$ cat src/rtl/pee_pkg.sv
// ----------------------------------------------------------------------------
// pee_pkg: shared types and codes
// Item kinds, character classes, operator and error codes of the evaluator.
// ----------------------------------------------------------------------------
package pee_pkg;

  localparam int NUM_VARS = 26;

  // input operation field
  localparam logic [1:0] OPN_CHAR = 2'd0;
  localparam logic [1:0] OPN_LOAD = 2'd1;
  localparam logic [1:0] OPN_END  = 2'd2;
  localparam logic [1:0] OPN_RSVD = 2'd3;

  // character classes
  localparam logic [2:0] CL_OTHER  = 3'd0;
  localparam logic [2:0] CL_DIGIT  = 3'd1;
  localparam logic [2:0] CL_SPACE  = 3'd2;
  localparam logic [2:0] CL_OPER   = 3'd3;
  localparam logic [2:0] CL_MINUS  = 3'd4;
  localparam logic [2:0] CL_LETTER = 3'd5;

  // operator codes
  localparam logic [2:0] OPC_ADD = 3'd0;
  localparam logic [2:0] OPC_SUB = 3'd1;
  localparam logic [2:0] OPC_MUL = 3'd2;
  localparam logic [2:0] OPC_DIV = 3'd3;
  localparam logic [2:0] OPC_LT  = 3'd4;
  localparam logic [2:0] OPC_EQ  = 3'd5;
  localparam logic [2:0] OPC_SEL = 3'd6;

  // error codes
  localparam logic [2:0] ERR_NONE  = 3'd0;
  localparam logic [2:0] ERR_UNDER = 3'd1;
  localparam logic [2:0] ERR_OVER  = 3'd2;
  localparam logic [2:0] ERR_DIVZ  = 3'd3;
  localparam logic [2:0] ERR_EMPTY = 3'd4;

  // ASCII
  localparam logic [7:0] CH_0     = 8'd48;
  localparam logic [7:0] CH_9     = 8'd57;
  localparam logic [7:0] CH_A     = 8'd97;
  localparam logic [7:0] CH_Z     = 8'd122;
  localparam logic [7:0] CH_SPACE = 8'd32;
  localparam logic [7:0] CH_PLUS  = 8'd43;
  localparam logic [7:0] CH_MINUS = 8'd45;
  localparam logic [7:0] CH_STAR  = 8'd42;
  localparam logic [7:0] CH_SLASH = 8'd47;
  localparam logic [7:0] CH_LT    = 8'd60;
  localparam logic [7:0] CH_EQ    = 8'd61;
  localparam logic [7:0] CH_QUEST = 8'd63;

  // classified item handed from front to back
  typedef struct packed {
    logic [1:0]  kind;
    logic [2:0]  cls;
    logic [2:0]  opc;
    logic [3:0]  digit;
    logic [4:0]  var_index;
    logic [31:0] var_value;
  } item_t;

  typedef struct packed {
    logic start;
    logic is_div;
  } alu_req_t;

endpackage

$ cat src/rtl/pee_front.sv
// ----------------------------------------------------------------------------
// pee_front: input decode and queue
// Accepts input items, classifies characters, queues them for the back end.
// ----------------------------------------------------------------------------
module pee_front import pee_pkg::*; (
  input  logic        clk,
  input  logic        rst_n,
  input  logic        in_valid,
  output logic        in_ready,
  input  logic [1:0]  operation,
  input  logic [7:0]  symbol,
  input  logic [4:0]  var_index,
  input  logic [31:0] var_value,
  output logic        q_valid,
  input  logic        q_ready,
  output item_t       q_item
);

  item_t      q_mem_r [2];
  logic       wr_r, wr_nxt, rd_r, rd_nxt;
  logic [1:0] cnt_r, cnt_nxt;
  logic       push, pop;
  item_t      cls_item;

  function automatic item_t classify(input logic [1:0] op, input logic [7:0] c,
                                     input logic [4:0] idx, input logic [31:0] val);
    item_t it;
    logic [7:0] li;
    it = '0;
    li = c - CH_A;
    it.kind = op;
    it.var_index = idx;
    it.var_value = val;
    it.digit = c[3:0];
    it.cls = CL_OTHER;
    it.opc = OPC_ADD;
    if (c >= CH_0 && c <= CH_9) begin
      it.cls = CL_DIGIT;
    end else if (c >= CH_A && c <= CH_Z) begin
      it.cls = CL_LETTER;
      if (op == OPN_CHAR) it.var_index = li[4:0];
    end else begin
      case (c)
        CH_SPACE: it.cls = CL_SPACE;
        CH_MINUS: it.cls = CL_MINUS;
        CH_PLUS:  begin it.cls = CL_OPER; it.opc = OPC_ADD; end
        CH_STAR:  begin it.cls = CL_OPER; it.opc = OPC_MUL; end
        CH_SLASH: begin it.cls = CL_OPER; it.opc = OPC_DIV; end
        CH_LT:    begin it.cls = CL_OPER; it.opc = OPC_LT;  end
        CH_EQ:    begin it.cls = CL_OPER; it.opc = OPC_EQ;  end
        CH_QUEST: begin it.cls = CL_OPER; it.opc = OPC_SEL; end
        default:  it.cls = CL_OTHER;
      endcase
    end
    return it;
  endfunction

  assign cls_item = classify(operation, symbol, var_index, var_value);
  assign in_ready = (cnt_r != 2'd2);
  // operation code 3 is taken and dropped here
  assign push     = in_valid && in_ready && (operation != OPN_RSVD);
  assign q_valid  = (cnt_r != 2'd0);
  assign pop      = q_valid && q_ready;
  assign q_item   = q_mem_r[rd_r];

  always_comb begin
    wr_nxt  = push ? ~wr_r : wr_r;
    rd_nxt  = pop ? ~rd_r : rd_r;
    cnt_nxt = cnt_r + {1'b0, push} - {1'b0, pop};
  end

  always_ff @(posedge clk) begin
    if (push) q_mem_r[wr_r] <= cls_item;
    if (!rst_n) begin
      wr_r  <= 1'b0;
      rd_r  <= 1'b0;
      cnt_r <= 2'd0;
    end else begin
      wr_r  <= wr_nxt;
      rd_r  <= rd_nxt;
      cnt_r <= cnt_nxt;
    end
  end

endmodule

$ cat src/rtl/pee_alu.sv
// ----------------------------------------------------------------------------
// pee_alu: iterative multiply / divide
// Shift-add multiply and restoring signed divide, one bit per cycle.
// ----------------------------------------------------------------------------
module pee_alu import pee_pkg::*; #(
  parameter int DW = 32
) (
  input  logic          clk,
  input  logic          rst_n,
  input  alu_req_t      req,
  input  logic [DW-1:0] opa,
  input  logic [DW-1:0] opb,
  output logic          done,
  output logic [DW-1:0] res
);

  localparam int CW = $clog2(DW + 1);

  logic          busy_r, busy_nxt, done_r, done_nxt, div_r, div_nxt, neg_r, neg_nxt;
  logic [CW-1:0] cnt_r, cnt_nxt;
  logic [DW-1:0] x_r, x_nxt, y_r, y_nxt, acc_r, acc_nxt;
  logic [DW:0]   rem_sh;
  logic [DW-1:0] mag_a, mag_b;

  assign mag_a  = opa[DW-1] ? -opa : opa;
  assign mag_b  = opb[DW-1] ? -opb : opb;
  assign rem_sh = {acc_r, x_r[DW-1]};
  assign done   = done_r;
  assign res    = div_r ? (neg_r ? -x_r : x_r) : acc_r;

  always_comb begin
    busy_nxt = busy_r;
    done_nxt = 1'b0;
    div_nxt  = div_r;
    neg_nxt  = neg_r;
    cnt_nxt  = cnt_r;
    x_nxt    = x_r;
    y_nxt    = y_r;
    acc_nxt  = acc_r;
    if (req.start) begin
      busy_nxt = 1'b1;
      div_nxt  = req.is_div;
      cnt_nxt  = '0;
      acc_nxt  = '0;
      neg_nxt  = opa[DW-1] ^ opb[DW-1];
      x_nxt    = req.is_div ? mag_a : opa;
      y_nxt    = req.is_div ? mag_b : opb;
    end else if (busy_r) begin
      if (div_r) begin
        x_nxt = {x_r[DW-2:0], 1'b0};
        if (rem_sh >= {1'b0, y_r}) begin
          acc_nxt  = rem_sh[DW-1:0] - y_r;
          x_nxt[0] = 1'b1;
        end else begin
          acc_nxt = rem_sh[DW-1:0];
        end
      end else begin
        if (y_r[0]) acc_nxt = acc_r + x_r;
        x_nxt = {x_r[DW-2:0], 1'b0};
        y_nxt = {1'b0, y_r[DW-1:1]};
      end
      cnt_nxt = cnt_r + CW'(1);
      if (cnt_r == CW'(DW - 1)) begin
        busy_nxt = 1'b0;
        done_nxt = 1'b1;
      end
    end
  end

  always_ff @(posedge clk) begin
    div_r <= div_nxt;
    neg_r <= neg_nxt;
    cnt_r <= cnt_nxt;
    x_r   <= x_nxt;
    y_r   <= y_nxt;
    acc_r <= acc_nxt;
    if (!rst_n) begin
      busy_r <= 1'b0;
      done_r <= 1'b0;
    end else begin
      busy_r <= busy_nxt;
      done_r <= done_nxt;
    end
  end

endmodule

$ cat src/rtl/pee_back.sv
// ----------------------------------------------------------------------------
// pee_back: evaluation sequencer
// Runs each queued item against the operand stack, variables and result reg.
// ----------------------------------------------------------------------------
module pee_back import pee_pkg::*; #(
  parameter int STACK_DEPTH = 64,
  parameter int DW          = 32
) (
  input  logic        clk,
  input  logic        rst_n,
  input  logic        q_valid,
  output logic        q_ready,
  input  item_t       q_item,
  output logic        out_valid,
  input  logic        out_ready,
  output logic [31:0] out_value,
  output logic [2:0]  out_err
);

  localparam int AW   = (STACK_DEPTH > 1) ? $clog2(STACK_DEPTH) : 1;
  localparam int SP_W = $clog2(STACK_DEPTH + 1);

  localparam logic [3:0] S_IDLE = 4'd0;
  localparam logic [3:0] S_PM   = 4'd1;
  localparam logic [3:0] S_CDIG = 4'd2;
  localparam logic [3:0] S_DISP = 4'd3;
  localparam logic [3:0] S_RD0  = 4'd4;
  localparam logic [3:0] S_RD1  = 4'd5;
  localparam logic [3:0] S_RD2  = 4'd6;
  localparam logic [3:0] S_RD3  = 4'd7;
  localparam logic [3:0] S_EXE  = 4'd8;
  localparam logic [3:0] S_ALU  = 4'd9;
  localparam logic [3:0] S_PUSH = 4'd10;
  localparam logic [3:0] S_EFIN = 4'd11;
  localparam logic [3:0] S_EPM  = 4'd12;
  localparam logic [3:0] S_ETOP = 4'd13;
  localparam logic [3:0] S_ERD  = 4'd14;

  logic [3:0]      state_r, state_nxt, ret_r, ret_nxt;
  item_t           cur_r, cur_nxt;
  logic [2:0]      opc_r, opc_nxt, err_r, err_nxt;
  logic [SP_W-1:0] sp_r, sp_nxt, sp_m1, sp_m2, sp_m3;
  logic [DW-1:0]   acc_r, acc_nxt, a_r, a_nxt, b_r, b_nxt, res_r, res_nxt;
  logic            in_num_r, in_num_nxt, pm_r, pm_nxt, neg_r, neg_nxt;
  logic            out_vld_r, out_vld_nxt;
  logic [31:0]     out_val_r, out_val_nxt;
  logic [2:0]      out_err_r, out_err_nxt;
  logic [DW-1:0]   mem [STACK_DEPTH];
  logic [DW-1:0]   rdata_r;
  logic [AW-1:0]   mem_ra, mem_wa;
  logic            mem_we;
  logic [DW-1:0]   var_r [NUM_VARS];
  logic            var_vld_r [NUM_VARS];
  logic            var_we;
  logic [DW-1:0]   var_rd, num_val;
  logic            flag_v, out_free;
  logic [2:0]      flag_code;
  alu_req_t        alu_req;
  logic            alu_done;
  logic [DW-1:0]   alu_res;

  pee_alu #(.DW(DW)) u_alu (
    .clk  (clk),
    .rst_n(rst_n),
    .req  (alu_req),
    .opa  (a_r),
    .opb  (b_r),
    .done (alu_done),
    .res  (alu_res)
  );

  assign sp_m1   = sp_r - SP_W'(1);
  assign sp_m2   = sp_r - SP_W'(2);
  assign sp_m3   = sp_r - SP_W'(3);
  assign mem_wa  = sp_r[AW-1:0];
  assign var_rd  = var_vld_r[cur_r.var_index] ? var_r[cur_r.var_index] : '0;
  assign num_val = neg_r ? -acc_r : acc_r;
  assign out_free  = !out_vld_r || out_ready;
  assign q_ready   = (state_r == S_IDLE);
  assign out_valid = out_vld_r;
  assign out_value = out_val_r;
  assign out_err   = out_err_r;

  always_comb begin
    state_nxt   = state_r;
    ret_nxt     = ret_r;
    cur_nxt     = cur_r;
    opc_nxt     = opc_r;
    err_nxt     = err_r;
    sp_nxt      = sp_r;
    acc_nxt     = acc_r;
    a_nxt       = a_r;
    b_nxt       = b_r;
    res_nxt     = res_r;
    in_num_nxt  = in_num_r;
    pm_nxt      = pm_r;
    neg_nxt     = neg_r;
    out_vld_nxt = (out_vld_r && out_ready) ? 1'b0 : out_vld_r;
    out_val_nxt = out_val_r;
    out_err_nxt = out_err_r;
    mem_ra      = sp_m1[AW-1:0];
    mem_we      = 1'b0;
    var_we      = 1'b0;
    flag_v      = 1'b0;
    flag_code   = ERR_NONE;
    alu_req     = '0;

    unique case (state_r)
      S_IDLE: begin
        if (q_valid) begin
          cur_nxt = q_item;
          case (q_item.kind)
            OPN_LOAD: var_we = (q_item.var_index < 5'(NUM_VARS));
            OPN_CHAR: state_nxt = S_PM;
            OPN_END:  state_nxt = S_EFIN;
            default:  state_nxt = S_IDLE;
          endcase
        end
      end
      S_PM: begin
        state_nxt = S_CDIG;
        if (pm_r) begin
          pm_nxt = 1'b0;
          if (cur_r.cls == CL_SPACE) begin
            opc_nxt   = OPC_SUB;
            ret_nxt   = S_CDIG;
            state_nxt = S_RD0;
          end else begin
            neg_nxt = 1'b1;
          end
        end
      end
      S_CDIG: begin
        if (cur_r.cls == CL_DIGIT) begin
          acc_nxt    = in_num_r ? (acc_r << 3) + (acc_r << 1) + DW'(cur_r.digit)
                                : DW'(cur_r.digit);
          in_num_nxt = 1'b1;
          state_nxt  = S_IDLE;
        end else if (in_num_r) begin
          res_nxt    = num_val;
          neg_nxt    = 1'b0;
          in_num_nxt = 1'b0;
          acc_nxt    = '0;
          ret_nxt    = S_DISP;
          state_nxt  = S_PUSH;
        end else begin
          state_nxt = S_DISP;
        end
      end
      S_DISP: begin
        state_nxt = S_IDLE;
        case (cur_r.cls)
          CL_OPER: begin
            opc_nxt   = cur_r.opc;
            ret_nxt   = S_IDLE;
            state_nxt = S_RD0;
          end
          CL_MINUS: pm_nxt = 1'b1;
          CL_LETTER: begin
            res_nxt   = var_rd;
            ret_nxt   = S_IDLE;
            state_nxt = S_PUSH;
          end
          default: state_nxt = S_IDLE;
        endcase
      end
      S_RD0: begin
        // underflow leaves the stack as it is
        if (sp_r < ((opc_r == OPC_SEL) ? SP_W'(3) : SP_W'(2))) begin
          flag_v    = 1'b1;
          flag_code = ERR_UNDER;
          state_nxt = ret_r;
        end else begin
          mem_ra    = sp_m1[AW-1:0];
          state_nxt = S_RD1;
        end
      end
      S_RD1: begin
        b_nxt     = rdata_r;
        mem_ra    = sp_m2[AW-1:0];
        state_nxt = S_RD2;
      end
      S_RD2: begin
        a_nxt     = rdata_r;
        mem_ra    = sp_m3[AW-1:0];
        state_nxt = (opc_r == OPC_SEL) ? S_RD3 : S_EXE;
      end
      S_RD3: begin
        res_nxt   = (rdata_r != '0) ? a_r : b_r;
        sp_nxt    = sp_m3;
        state_nxt = S_PUSH;
      end
      S_EXE: begin
        sp_nxt    = sp_m2;
        state_nxt = S_PUSH;
        case (opc_r)
          OPC_SUB: res_nxt = a_r - b_r;
          OPC_LT:  res_nxt = DW'($signed(a_r) < $signed(b_r));
          OPC_EQ:  res_nxt = DW'(a_r == b_r);
          OPC_MUL: begin
            alu_req.start = 1'b1;
            state_nxt     = S_ALU;
          end
          OPC_DIV: begin
            if (b_r == '0) begin
              flag_v    = 1'b1;
              flag_code = ERR_DIVZ;
              res_nxt   = '0;
            end else begin
              alu_req.start  = 1'b1;
              alu_req.is_div = 1'b1;
              state_nxt      = S_ALU;
            end
          end
          default: res_nxt = a_r + b_r;
        endcase
      end
      S_ALU: begin
        if (alu_done) begin
          res_nxt   = alu_res;
          state_nxt = S_PUSH;
        end
      end
      S_PUSH: begin
        if (sp_r >= SP_W'(STACK_DEPTH)) begin
          flag_v    = 1'b1;
          flag_code = ERR_OVER;
        end else begin
          mem_we = 1'b1;
          sp_nxt = sp_r + SP_W'(1);
        end
        state_nxt = ret_r;
      end
      S_EFIN: begin
        if (in_num_r) begin
          res_nxt    = num_val;
          neg_nxt    = 1'b0;
          in_num_nxt = 1'b0;
          acc_nxt    = '0;
          ret_nxt    = S_EPM;
          state_nxt  = S_PUSH;
        end else begin
          state_nxt = S_EPM;
        end
      end
      S_EPM: begin
        state_nxt = S_ETOP;
        if (pm_r) begin
          pm_nxt    = 1'b0;
          opc_nxt   = OPC_SUB;
          ret_nxt   = S_ETOP;
          state_nxt = S_RD0;
        end
      end
      S_ETOP: begin
        if (err_r != ERR_NONE || sp_r == '0) begin
          if (out_free) begin
            out_vld_nxt = 1'b1;
            out_val_nxt = '0;
            out_err_nxt = (err_r != ERR_NONE) ? err_r : ERR_EMPTY;
            sp_nxt      = '0;
            err_nxt     = ERR_NONE;
            in_num_nxt  = 1'b0;
            acc_nxt     = '0;
            state_nxt   = S_IDLE;
          end
        end else begin
          state_nxt = S_ERD;
        end
      end
      S_ERD: begin
        if (out_free) begin
          out_vld_nxt = 1'b1;
          out_val_nxt = 32'(rdata_r);
          out_err_nxt = ERR_NONE;
          sp_nxt      = '0;
          in_num_nxt  = 1'b0;
          acc_nxt     = '0;
          state_nxt   = S_IDLE;
        end
      end
      default: state_nxt = S_IDLE;
    endcase

    // first error of an expression wins
    if (flag_v && err_r == ERR_NONE) err_nxt = flag_code;
  end

  always_ff @(posedge clk) begin
    if (mem_we) mem[mem_wa] <= res_r;
    rdata_r <= mem[mem_ra];
  end

  always_ff @(posedge clk) begin
    if (var_we) var_r[cur_nxt.var_index] <= DW'($signed(cur_nxt.var_value));
    for (int i = 0; i < NUM_VARS; i++) begin
      if (!rst_n) var_vld_r[i] <= 1'b0;
      else if (var_we && cur_nxt.var_index == 5'(i)) var_vld_r[i] <= 1'b1;
    end
  end

  always_ff @(posedge clk) begin
    cur_r     <= cur_nxt;
    opc_r     <= opc_nxt;
    a_r       <= a_nxt;
    b_r       <= b_nxt;
    res_r     <= res_nxt;
    ret_r     <= ret_nxt;
    out_val_r <= out_val_nxt;
    out_err_r <= out_err_nxt;
    if (!rst_n) begin
      state_r   <= S_IDLE;
      err_r     <= ERR_NONE;
      sp_r      <= '0;
      acc_r     <= '0;
      in_num_r  <= 1'b0;
      pm_r      <= 1'b0;
      neg_r     <= 1'b0;
      out_vld_r <= 1'b0;
    end else begin
      state_r   <= state_nxt;
      err_r     <= err_nxt;
      sp_r      <= sp_nxt;
      acc_r     <= acc_nxt;
      in_num_r  <= in_num_nxt;
      pm_r      <= pm_nxt;
      neg_r     <= neg_nxt;
      out_vld_r <= out_vld_nxt;
    end
  end

endmodule

$ cat src/rtl/postfix_expression_evaluator.sv
// ----------------------------------------------------------------------------
// postfix_expression_evaluator: postfix expression engine
// Evaluates a character stream of postfix expressions over an operand stack.
// ----------------------------------------------------------------------------
//  channel | dir | tdata                     | tuser
//  in_     | in  | symbol, var_index, value  | operation (char/load/end)
//  out_    | out | result_value              | error_code
//
// Flow: an operator does two or three stack reads through the single memory
// port plus a push; * and / go through the bit-serial unit. Closing a literal
// adds one push.
// Reset: synchronous active-low; stack empty, variables read as zero.
// Stalls: a 2-item queue sits in front of the sequencer; the result register
// frees the sequencer as soon as the result is written to it.
module postfix_expression_evaluator import pee_pkg::*; #(
  parameter int STACK_DEPTH = 64,
  parameter int DATA_WIDTH  = 32
) (
  input  logic        clk,
  input  logic        rst_n,
  input  logic        in_tvalid,
  output logic        in_tready,
  input  logic [47:0] in_tdata,   // [7:0] symbol, [12:8] var_index, [44:13] var_value
  input  logic [1:0]  in_tuser,   // [1:0] operation
  output logic        out_tvalid,
  input  logic        out_tready,
  output logic [31:0] out_tdata,  // [31:0] result_value
  output logic [2:0]  out_tuser   // [2:0] error_code
);

  logic  q_valid, q_ready;
  item_t q_item;

  // front: decode and queue
  pee_front u_front (
    .clk      (clk),
    .rst_n    (rst_n),
    .in_valid (in_tvalid),
    .in_ready (in_tready),
    .operation(in_tuser),
    .symbol   (in_tdata[7:0]),
    .var_index(in_tdata[12:8]),
    .var_value(in_tdata[44:13]),
    .q_valid  (q_valid),
    .q_ready  (q_ready),
    .q_item   (q_item)
  );

  // back: stack machine
  pee_back #(.STACK_DEPTH(STACK_DEPTH), .DW(DATA_WIDTH)) u_back (
    .clk      (clk),
    .rst_n    (rst_n),
    .q_valid  (q_valid),
    .q_ready  (q_ready),
    .q_item   (q_item),
    .out_valid(out_tvalid),
    .out_ready(out_tready),
    .out_value(out_tdata),
    .out_err  (out_tuser)
  );

endmodule

$ cat config.mk
export PLATFORM = sky130hd
export DESIGN_NAME = postfix_expression_evaluator
export DESIGN_NICKNAME = d
export VERILOG_FILES = /design/src/rtl/pee_pkg.sv /design/src/rtl/pee_front.sv /design/src/rtl/pee_alu.sv /design/src/rtl/pee_back.sv /design/src/rtl/postfix_expression_evaluator.sv
export SDC_FILE = /design/constraint.sdc
export NUM_CORES = 2
export LEC_CHECK = 0
export BUFFER_PORTS_ARGS = -buffer_cell sky130_fd_sc_hd__buf_2
export CORE_AREA = 2 2 491 981
export DETAILED_ROUTE_END_ITERATION = 10
export DIE_AREA = 0 0 493 983
export GPL_TIMING_DRIVEN = 1
export HOLD_SLACK_MARGIN = 0.06
export MAX_ROUTING_LAYER = met4
export PLACE_DENSITY = 0.42
export SLEW_MARGIN = 20
export SYNTH_ARGS = -nofsm -noshare
export SYNTH_HDL_FRONTEND = slang
export SYNTH_SLANG_ARGS = --single-unit
$ cat constraint.sdc
create_clock -name clk -period 6.1 [get_ports clk]
set_input_delay 1.525 -clock clk [delete_from_list [all_inputs] [get_ports clk]]
set_output_delay 1.525 -clock clk [all_outputs]
set_load 0.1 [all_outputs]
==> reports/metrics.cfg <==
[cts]
path_clk_slew_ns = 0.07
cts_root_buf = clkbuf_16
cts_tree = yes
clk_latency_ns = 0.94
post_cts_buffers = 0
cts_buffer_depth = 4
htree_num_levels = 5
cts.sinks = 3380
cts_resized = 0
ctsHoldBuffers = 0
cts_buffers = 329

[synth]
ys_types = 89
ys.flop_type = edfxtp_1
syn_avg_cell_area_um2 = 17.70
yosysMostFrequentCell = edfxtp_1
ys_async_sr_fraction_pct = 0
yosysWarnings = 0
synth_top_area_share_pct = 67.60
synth_compound_area_share_pct = 5.055
yosysTopAreaCell = edfxtp_1
synth_mux_area_share_pct = 16.43
yosys.area_share.simple_pct = 3.843
ys_seq_area_share_pct = 69.90
syn_inst = 8070
syn_area_um2 = 142800
synth_edf_count = 3216
synth-xor-area-share_pct = 1.343
synthAdderAreaFrac_pct = 1.871
syn_nets = 8334
ys_seq_elements = 3380
synth_common_cells = 3,216 x edfxtp_1, 743 x mux4_2, 656 x mux2i_1
synth.area.top_cells = edfxtp_1 68%, mux4_2 12%, mux2i_1 4.6%
synth_top_family_by_area = multiplexers

[route]
routed_via_density = 5.077
drc = 16
ant_nets = 0
wl_um = 463800
wl_per_cell_um = 30.91
vias = 76190
dr.pass1.iters = 9
drt_iter0_drc = 5337

[timing]
fmax_mhz = 201.8
max_slew_margin_pct = 16.15
period_minus_slack_ns = 4.956
setup_slack_ns = 1.144
timing.final.crit_share_pct = 81.25
final-max-slew-violation-count = 0
hold_slack_ns = 0.4797
rsz0062_at_grt = no
hold_viol_final = 0
tns_ns = 0
worst_pin_slew_ns = 1.258
final-setup-viol-count = 0
finClkSkew_ns = 0.06092

[setup_path]
slowest_stage = nor2_4
worstPathArrival_ns = 5.51
critPathCaptureType = flop
crit_fanout = 17
slowest_delay_ns = 0.77
worstPathCellList = nor4_1 -> nand4_1 -> nor2_4 -> buf_4 -> mux2i_1 -> o22ai_1 -> a221oi_1 -> o21ai_0
cp_data_required_time_ns = 6.65
worstSetupStartpointType = flop
critPathKind = flop to flop

[floorplan]
core-area_um2 = 477000
fp.dieArea_um2 = 484600
initial_core_util_pct = 29.95
pin_count = 91
die_height_um = 983
row_count = 359
die_x_um = 493

[pwr]
p_sw_share_pct = 34.99
cellLeakagePower_nw = 55.09
power_frac_seq_pct = 39.2
pwr-share-clk_pct = 26.5
p_switching_mw = 27.20
p_int_mw = 50.54
p_per_area_nw_per_um2 = 473.0
peakVddDrop_mv = 1.649
combPwrFrac_pct = 34.3

[grt]
grtUsageMet1_pct = 18.30
grt_pass1_wl_um = 644400
grt_pass1_vias = 82160
grt_max_degree = 98
grt_use_met3_pct = 2.129
gr-total-overflow = 0
grtUsageTotal_pct = 19.42
antenna_found_initial = 37
busiest_layer = met2
grtUsageMet2_pct = 38.16

[placement]
dp_cells = 14390
hpwl_um = 317500
pre_cts_ws_ns = 1.317
port_buffers = 87
gp_congestion = 0.9382

[final_layout]
fill_cells = 45380
regArea_um2 = 99880
nets = 8673
multiInputGateArea_um2 = 41920
layoutNonFillerInstCount = 15010
area_delta_synth_final_pct = 15.05
drive_gt1_share_pct = 21.53
final_util_pct = 34.45

[job]
maxCapViolCount = 0

[outcome]
status = finished with violations
violations = design-rule violations

[hold_path]
hold_class = flop to flop

[final cells by class]
cell class                      count  share of cell area [%]
Sequential cell                  3380                   60.77
Antenna cell                       13                 0.01979
Clock inverter                    162                  0.9897
Timing Repair Buffer              428                   2.136
Tap cell                         6317                   4.809
Multi-Input combinational cell   4123                   25.51
Clock buffer                      436                   5.433
Inverter                          147                  0.3357
[critical path: cells and delay by family, from the launching register on]
family / cells / cell delay (ns)
DFF: 1 / 0.59
and+or+nand+nor: 3 / 1.83
AOI/OAI and AO/OA: 3 / 1.01
buffers and inverters: 1 / 0.49
muxes: 1 / 0.60
[cell families (layout without fill, tap and decap cells)]
| logic type | count (synthesis) | in the layout |
|---|---|---|
| DFF | 3380 | 3380 |
| muxes | 1414 | 1414 |
| and+or+nand+nor | 1147 | 1147 |
| AOI/OAI and AO/OA | 1133 | 1133 |
| buffers and inverters | 567 | 1173 |
| xor gates and xnor gates | 219 | 219 |
| adders and majority gates | 210 | 210 |
| other | 0 | 13 |
[placed cells by master (no fill, tap or decap), types with 25 or more instances in the layout]
cell type  instances
xor2_1           115
nor2_4            93
inv_1            143
xnor2_1          103
nor3_1            85
buf_4            299
a22oi_1           25
nand2b_1          53
a21o_1            71
mux4_2           743
clkinv_2          58
a31oi_1           34
edfxtp_1        3216
and2_1            49
clkbuf_16        333
o211ai_1          30
nand2_1          286
clkbuf_1          82
o31ai_1           42
dfxtp_1          158
clkinv_1          43
a211oi_1          62
and3_1            25
nor2_1           270
o221ai_1          40
o22ai_1           48
o21ai_0          277
ha_1             204
buf_12            41
buf_2             87
mux2i_1          648
nor4_1            29
bufinv_16         26
a21oi_1          268
nor2b_1           70
nand3_1           55
[registers in the layout, summed over array words and instances, names as in the netlist, 2 cells and up, named ones only]
register            count
u_back.out_err          3
u_back.var_r          832
u_back.ret_r            3
u_back.u_alu.acc_r     32
u_back.u_alu.x_r       32
u_back.err_r            2
u_back.cur_r           47
u_back.u_alu.cnt_r      6
u_back.a_r             32
u_back.state_r          4
u_back.u_alu.y_r       32
u_front.q_mem_r        98
u_back.sp_r             7
u_back.res_r           32
u_back.var_vld_r       26
u_back.mem           2048
u_back.acc_r           32
u_back.opc_r            3
u_back.out_value       32
u_back.b_r             32
u_back.rdata_r         32
u_front.cnt_r           2
[layer usage]
| layer | vias up | part of all wire (%) |
|---|---|---|
| met4 | 0 | 6.0 |
| met3 | 785 | 3.0 |
| met2 | 1710 | 58 |
| met1 | 40410 | 33 |
| li1 | 33280 | - |
| met5 | - | 0 |
[power by group through the flow]
stage	combinational, mW	clock [mW]	sequential, mW
6_report	26.6	20.6	30.5
5_1_grt	28.7	22.0	30.5
4_1_cts	27.4	21.2	30.5
3_5_place_dp	27.3	0	31.0
3_3_place_gp	26.9	0	31.0
2_1_floorplan	16.3	0	30.5
[final timing paths]
kind	startpoint	end	slack, ns	cells past startpoint
worst max-delay path	u_back.rdata_r[5]$_DFF_P_	u_back.res_r[19]$_DFFE_PP_	1.14	8
worst min-delay path	u_back.var_vld_r[16]$_DFF_P_	u_back.var_vld_r[16]$_DFF_P_	0.48	1
worst max register to register	u_back.rdata_r[5]$_DFF_P_	u_back.res_r[19]$_DFFE_PP_	1.14	8
worst min register to register	u_back.var_vld_r[16]$_DFF_P_	u_back.var_vld_r[16]$_DFF_P_	0.48	1
[metrics by stage]
step / total power [mW] / cell area [µm²]
CTS: 79.14 / 164200
global route: 81.15 / 164300
global placement: 57.92 / 153600
floorplan: 46.87 / 142900
detailed placement: 58.33 / 153600
finish: 77.74 / 164400
Power figures use the tool's default switching activity.
